### src/hdl/utf8d_pkg.sv
`timescale 1ns / 1ps
// ----------------------------------------------------------------------------
// utf8d_pkg
// Shared widths, constants, types and the sequence decode function for the
// UTF-8 decoder.
// ----------------------------------------------------------------------------
package utf8d_pkg;

   localparam int ByteW  = 8;
   localparam int AvailW = 3;
   localparam int CpW    = 21;
   localparam int LenW   = 3;

   // req beat: byte0..byte3, avail, zero fill to whole bytes
   localparam int ReqDataW = 40;
   // rsp beat: codepoint, length
   localparam int RspDataW = 24;

   localparam logic [AvailW-1:0] AvailMax    = 3'd4;
   localparam logic [CpW-1:0]    Replacement = 21'h00FFFD;
   localparam logic [CpW-1:0]    SurrLow     = 21'h00D800;
   localparam logic [CpW-1:0]    SurrHigh    = 21'h00DFFF;
   localparam logic [ByteW-1:0]  ContLow     = 8'h80;
   localparam logic [ByteW-1:0]  ContHigh    = 8'hBF;
   localparam logic [ByteW-1:0]  ContMask    = 8'h3F;
   localparam logic [ByteW-1:0]  Lead2Mask   = 8'h1F;
   localparam logic [ByteW-1:0]  Lead3Mask   = 8'h0F;
   localparam logic [ByteW-1:0]  Lead4Mask   = 8'h07;

   localparam logic [LenW-1:0] Len0 = 3'd0;
   localparam logic [LenW-1:0] Len1 = 3'd1;
   localparam logic [LenW-1:0] Len2 = 3'd2;
   localparam logic [LenW-1:0] Len3 = 3'd3;
   localparam logic [LenW-1:0] Len4 = 3'd4;

   typedef struct packed {
      logic [ByteW-1:0]  byte0;
      logic [ByteW-1:0]  byte1;
      logic [ByteW-1:0]  byte2;
      logic [ByteW-1:0]  byte3;
      logic [AvailW-1:0] avail;
   } item_type;

   typedef struct packed {
      logic [CpW-1:0]  codepoint;
      logic [LenW-1:0] length;
      logic            error;
   } result_type;

   function automatic logic is_cont(input logic [ByteW-1:0] b);
      return (b >= ContLow) && (b <= ContHigh);
   endfunction

   function automatic result_type decode(input item_type it);
      result_type        res;
      logic [LenW-1:0]   len;
      logic [CpW-1:0]    cp;
      logic [AvailW-1:0] avail_sat;
      logic [ByteW-1:0]  m1;
      logic [ByteW-1:0]  m2;
      logic [ByteW-1:0]  m3;
      logic              bad;
      m1        = it.byte1 & ContMask;
      m2        = it.byte2 & ContMask;
      m3        = it.byte3 & ContMask;
      avail_sat = (it.avail > AvailMax) ? AvailMax : it.avail;
      bad       = 1'b0;
      case (it.byte0) inside
         [8'h00:8'h7F]: begin
            len = Len1;
            cp  = {13'd0, it.byte0};
         end
         [8'hC0:8'hDF]: begin
            len = Len2;
            cp  = {10'd0, it.byte0[4:0] & Lead2Mask[4:0], m1[5:0]};
         end
         [8'hE0:8'hEF]: begin
            len = Len3;
            cp  = {5'd0, it.byte0[3:0] & Lead3Mask[3:0], m1[5:0], m2[5:0]};
         end
         [8'hF0:8'hF7]: begin
            len = Len4;
            cp  = {it.byte0[2:0] & Lead4Mask[2:0], m1[5:0], m2[5:0], m3[5:0]};
         end
         default: begin
            // stray continuation or lead above 0xF7
            len = Len0;
            cp  = '0;
            bad = 1'b1;
         end
      endcase
      if ((avail_sat == '0) || (avail_sat < len)) bad = 1'b1;
      if ((cp >= SurrLow) && (cp <= SurrHigh)) bad = 1'b1;
      if ((len >= Len2) && !is_cont(it.byte1)) bad = 1'b1;
      if ((len >= Len3) && !is_cont(it.byte2)) bad = 1'b1;
      if ((len >= Len4) && !is_cont(it.byte3)) bad = 1'b1;
      if (bad) begin
         res.codepoint = Replacement;
         res.length    = Len0;
         res.error     = 1'b1;
      end else begin
         res.codepoint = cp;
         res.length    = len;
         res.error     = 1'b0;
      end
      return res;
   endfunction

endpackage

### src/hdl/utf8_decoder.sv
`timescale 1ns / 1ps
// ----------------------------------------------------------------------------
// utf8_decoder
// Decodes one UTF-8 sequence per request beat into a code point, its length
// and an error flag.
// ----------------------------------------------------------------------------
// Each request beat gives up to four bytes from the head of a buffer and a
// count of valid bytes (values above four count as four). One response beat
// comes back per request, passing through the input register and then the
// result register. A new beat is taken every cycle unless both registers hold
// a beat while the response side stalls; throughput is one item per clock,
// set by the two-register pipeline whose stages advance whenever the result
// register is empty or being read. Invalid sequences (empty or short buffer,
// bad lead, bad continuation, surrogate result) return code point 0xFFFD,
// length zero and tuser set. Overlong forms and leads 0xF5..0xF7 are decoded
// as their bits give.
module utf8_decoder (
   input  logic                              clock,
   input  logic                              reset,
   input  logic                              req_tvalid,
   output logic                              req_tready,
   // byte0 [7:0], byte1 [15:8], byte2 [23:16], byte3 [31:24], avail [34:32]
   input  logic [utf8d_pkg::ReqDataW-1:0]    req_tdata,
   output logic                              rsp_tvalid,
   input  logic                              rsp_tready,
   // codepoint [20:0], length [23:21]
   output logic [utf8d_pkg::RspDataW-1:0]    rsp_tdata,
   // error [0]
   output logic                              rsp_tuser
);
   import utf8d_pkg::*;

   logic       in_valid_ff;
   logic       in_valid_in;
   item_type   in_item_ff;
   item_type   in_item_in;
   logic       out_valid_ff;
   logic       out_valid_in;
   result_type out_res_ff;
   result_type out_res_in;
   logic       advance;

   // result register free or draining this cycle
   assign advance    = !out_valid_ff || rsp_tready;
   assign req_tready = !in_valid_ff || advance;

   always_comb begin
      in_valid_in  = in_valid_ff;
      in_item_in   = in_item_ff;
      out_valid_in = out_valid_ff;
      out_res_in   = out_res_ff;
      if (advance) begin
         out_valid_in = in_valid_ff;
         out_res_in   = decode(in_item_ff);
      end
      if (req_tready) begin
         in_valid_in = req_tvalid;
         in_item_in  = item_type'{
            byte0: req_tdata[7:0],
            byte1: req_tdata[15:8],
            byte2: req_tdata[23:16],
            byte3: req_tdata[31:24],
            avail: req_tdata[34:32]
         };
      end
   end

   always_ff @(posedge clock) begin
      if (reset) begin
         in_valid_ff  <= 1'b0;
         out_valid_ff <= 1'b0;
      end else begin
         in_valid_ff  <= in_valid_in;
         out_valid_ff <= out_valid_in;
      end
   end

   always_ff @(posedge clock) begin
      in_item_ff <= in_item_in;
      out_res_ff <= out_res_in;
   end

   assign rsp_tvalid = out_valid_ff;
   assign rsp_tdata  = {out_res_ff.length, out_res_ff.codepoint};
   assign rsp_tuser  = out_res_ff.error;

   // backpressure only when both registers hold a beat
   assert property (@(posedge clock) disable iff (reset)
      !req_tready |-> (in_valid_ff && out_valid_ff))
      else $error("req_tready low with a free pipeline register");

   // an error beat carries the replacement code point and zero length
   assert property (@(posedge clock) disable iff (reset)
      (rsp_tvalid && rsp_tuser) |->
         (rsp_tdata[20:0] == Replacement && rsp_tdata[23:21] == Len0))
      else $error("error beat without replacement fields");

   // a good beat has a length of one to four
   assert property (@(posedge clock) disable iff (reset)
      (rsp_tvalid && !rsp_tuser) |->
         (rsp_tdata[23:21] != Len0 && rsp_tdata[23:21] <= Len4))
      else $error("good beat with bad length");

   // a held input beat moves on once the result register frees
   assert property (@(posedge clock) disable iff (reset)
      (in_valid_ff && advance && !(req_tvalid && req_tready)) |=> out_valid_ff)
      else $error("input beat lost on advance");

endmodule

### config.mk
export PLATFORM = sky130hd
export DESIGN_NAME = utf8_decoder
export DESIGN_NICKNAME = d
export VERILOG_FILES = /design/src/hdl/utf8d_pkg.sv /design/src/hdl/utf8_decoder.sv
export SDC_FILE = /design/constraint.sdc
export NUM_CORES = 1
export LEC_CHECK = 0
export BUFFER_PORTS_ARGS = -buffer_cell sky130_fd_sc_hd__buf_2
export CAP_MARGIN = 5
export CORE_ASPECT_RATIO = 0.8
export CORE_MARGIN = 4
export CORE_UTILIZATION = 47
export DETAILED_ROUTE_END_ITERATION = 10
export PLACE_DENSITY = 0.81
export SYNTH_ARGS = -nofsm -noshare
export SYNTH_HDL_FRONTEND = slang
export SYNTH_SLANG_ARGS = --single-unit
### constraint.sdc
create_clock -name clock -period 2.2 [get_ports clock]
set_input_delay 0.22 -clock clock [delete_from_list [all_inputs] [get_ports clock]]
set_output_delay 0.22 -clock clock [all_outputs]
set_load 0.05 [all_outputs]
==> impl_metrics.csv <==
group,metric,value,unit
drt,first_pass_iters,4,
logic_synthesis,synth_area,2640,µm²
run_status,violations,"setup timing",
power_and_ir_drop,p_int,0.00215,W
sta,max_freq,442,MHz
sta,worst_slack,-64.7,ps
drt,wirelength,5940,µm
power_and_ir_drop,p_sw,0.000724,W
power_and_ir_drop,vdd_drop_max,0.477,mV
hold_path,min_path_type,"in -> reg",
drt,drc,0,
global_route,grt_pass1_vias,1825,
sta,worstMarginPinSlew,875,ps
sta,finClkSkew,7.93,ps
logic_synthesis,synth_fp_nets,240,
run_status,status,"finished with violations",
drt,post_drt_wl_per_cell,15.7,µm
power_and_ir_drop,p_leak,1.43,nW
power_and_ir_drop,seqPwrFrac,0.496,
layout,drive_above_1_share,0.439,
global_route,grt_overflow_total,0,
worst_setup_path,crit_required,2320,ps
placed_design,io_buffers,65,
floorplan,die-area,6880,µm²
global_route,grt_max_degree,26,
power_and_ir_drop,power_frac_comb,0.149,
clock_tree,cts-buffers-inserted,9,
worst_setup_path,crit_type,"reg -> reg",
sta,setup-violations-final,7,
logic_synthesis,ys_warn_count,0,
clock_tree,clk_pin_slew,60,ps
layout,fillerInstances,402,
layout,final_cell_mix,"66 x buf_2, 60 x edfxtp_1, 29 x buf_4, 14 x nand2_1, 13 x nor2_1",
sta,tns,-172,ps
worst_setup_path,r2r_slack,-60,ps
layout,final_nets,342,
worst_setup_path,cp_max_fo,6,
logic_synthesis,yosys.cell_types.count,42,
flow_run,maxCapViolCount,0,
drt,drt_iter0_drc,192,
placed_design,hpwl,4130,µm
sta,slew_headroom,0.416,
floorplan,core-area,5440,µm²
logic_synthesis,syn_inst,194,
clock_tree,cts_max_path_buffers,2,
floorplan,die_h,75.0,µm
logic_synthesis,ys_seq_area_frac,0.698,
placed_design,place_inst,348,
floorplan,ios,71,
layout,final_core_util,0.655,
power_and_ir_drop,clkPwrFrac,0.355,
layout,multi_input_area,792,µm²
logic_synthesis,synth_top_area_cell,"edfxtp_1",
clock_tree,clock_latency,340,ps
worst_setup_path,cp.arrival,2380,ps
placed_design,gp_congestion,0.886,
drt,viasPerCell,5.10,
clock_tree,htree_levels,3,
clock_tree,cts.hold.buffers_added,0,
global_route,grtUsageTotal,0.179,
sta,period_share,1.03,
logic_synthesis,ys_top_cells_by_area,"edfxtp_1 68%, a21oi_1 2.7%, nand2_1 2.3%, nand3_1 2.1%, nor2_1 2.0%",
power_and_ir_drop,power,0.00287,W
logic_synthesis,ys_seq_elements,62,
layout,antennaDiodeCount,0,
floorplan,die_w,91.8,µm
worst_setup_path,endpoint_kind,"register",
layout,final_common_cell,"buf_2",
global_route,grt_pass1_wl,9080,µm
logic_synthesis,syn_area_per_cell,13.6,µm²
clock_tree,cts-root-buf,"clkbuf_8",
drt,vias,1934,
floorplan,fp-row-count,24,
layout,regArea,1840,µm²
global_route,antenna_found_initial,0,
layout,fin_cells,379,
floorplan,initial_core_util,0.485,
power_and_ir_drop,power.density,806,nW/µm²
logic_synthesis,synth_top_area_share,0.683,
layout,area_growth,34.9,%
sta,post-route-min-period,2260,ps
worst_setup_path,cp-start-kind,"register",
drt,detail-route-antenna-nets,0,
clock_tree,clock_sinks,62,
sta,slew_viol_final,0,
sta,hold_violations,0,
power_and_ir_drop,p_sw_frac,0.252,
sta,rsz0062_at_grt,"yes",
clock_tree,cts_tree,"done",
kinds of logic (layout without fill, tap and decap cells):
logic type	count (synthesis)	in the layout	synth area share
buffers and inverters	18	124	0.0375
and+or+nand+nor	71	71	0.146
adders and majority gates	2	2	0.00948
AOI/OAI and AO/OA	40	41	0.105
DFF	62	62	0.698
muxes	1	1	0.00379
worst max-delay path, cell delays in order (launching register included):
cell	delay, ps
edfxtp_1	460
nand2_2	120
nor3_2	160
inv_1	120
ha_1	250
a211oi_2	190
a2bb2oi_2	260
nor3_2	90
buf_4	170
buf_4	130
o311ai_1	100
cell usage after synthesis:
cell / number
a2111o_1: 1
a211oi_1: 5
a21oi_1: 14
a221o_2: 1
a221oi_1: 4
a22oi_1: 1
a2bb2oi_1: 1
a31oi_1: 1
a32oi_1: 1
and2_1: 5
and2_2: 2
and3_2: 3
and3b_1: 1
and4_1: 1
buf_2: 1
buf_4: 4
buf_6: 2
clkbuf_1: 2
dfxtp_1: 2
edfxtp_1: 60
ha_1: 2
inv_1: 9
mux2i_1: 1
nand2_1: 16
nand2_4: 1
nand3_1: 11
nand3b_1: 1
nand4_1: 1
nor2_1: 14
nor2b_1: 7
nor3_1: 2
nor3_2: 3
nor3b_1: 1
nor4_1: 1
nor4b_1: 1
o211ai_1: 1
o21a_1: 1
o21ai_0: 2
o22ai_1: 1
o311ai_0: 2
o311ai_1: 2
o31ai_1: 2
sequential cells by signal (all words and copies together) (netlist names):
register     count
in_item_ff      35
rsp_tdata       24
in_valid_ff      1
rsp_tuser        1
rsp_tvalid       1
power by group through the flow:
stage	Sequential (W)	Clock, W	Combinational [W]
after floorplan	0.00158	0	0.000114
after global placement	0.00145	0	0.000371
after detailed placement	0.00145	0	0.000381
after CTS	0.00142	0.00104	0.000390
after global routing	0.00143	0.00111	0.000454
final	0.00142	0.00102	0.000428
path summary, 6_finish.rpt:
kind | start | to | cells past startpoint
max | in_item_ff[31] | rsp_tdata[10] | 10
min | reset | in_valid_ff | 2
max reg2reg | in_item_ff[31] | rsp_tdata[10] | 10
min reg2reg | in_valid_ff | rsp_tvalid | 2
metrics by stage:
step	setup slack [ps]	instance area, µm²	hold WS [ps]
final	-64.7	3560	50.6
after global routing	-112	3560	27.2
after CTS	7.95	3390	40.4
after detailed placement	-164	3150	398
after global placement	-80.0	3150	393
after floorplan	20.6	2640	292
repair_timing:
item,CTS,global route
gates cloned,0,2
pin swaps,0,7
setup endpoints to repair,7,24
setup buffers,3,11
resized for setup,2,21
layout make-up:
class | count | share of cell area
clock buffer | 9 | 0.0348
sequential | 62 | 0.517
multi-input combinational | 115 | 0.222
clock inverter | 7 | 0.0221
inverter | 9 | 0.00949
tap | 78 | 0.0274
timing repair buffer | 99 | 0.167
per-layer routing:
layer,vias up,GRT usage,part of all wire
li1,950,-,-
met1,872,0.240,0.43
met2,103,0.268,0.46
met3,9,0.0679,0.093
met4,0,0.0692,0.012
met5,-,0,0
No activity file was read; power rests on OpenSTA's default activity.
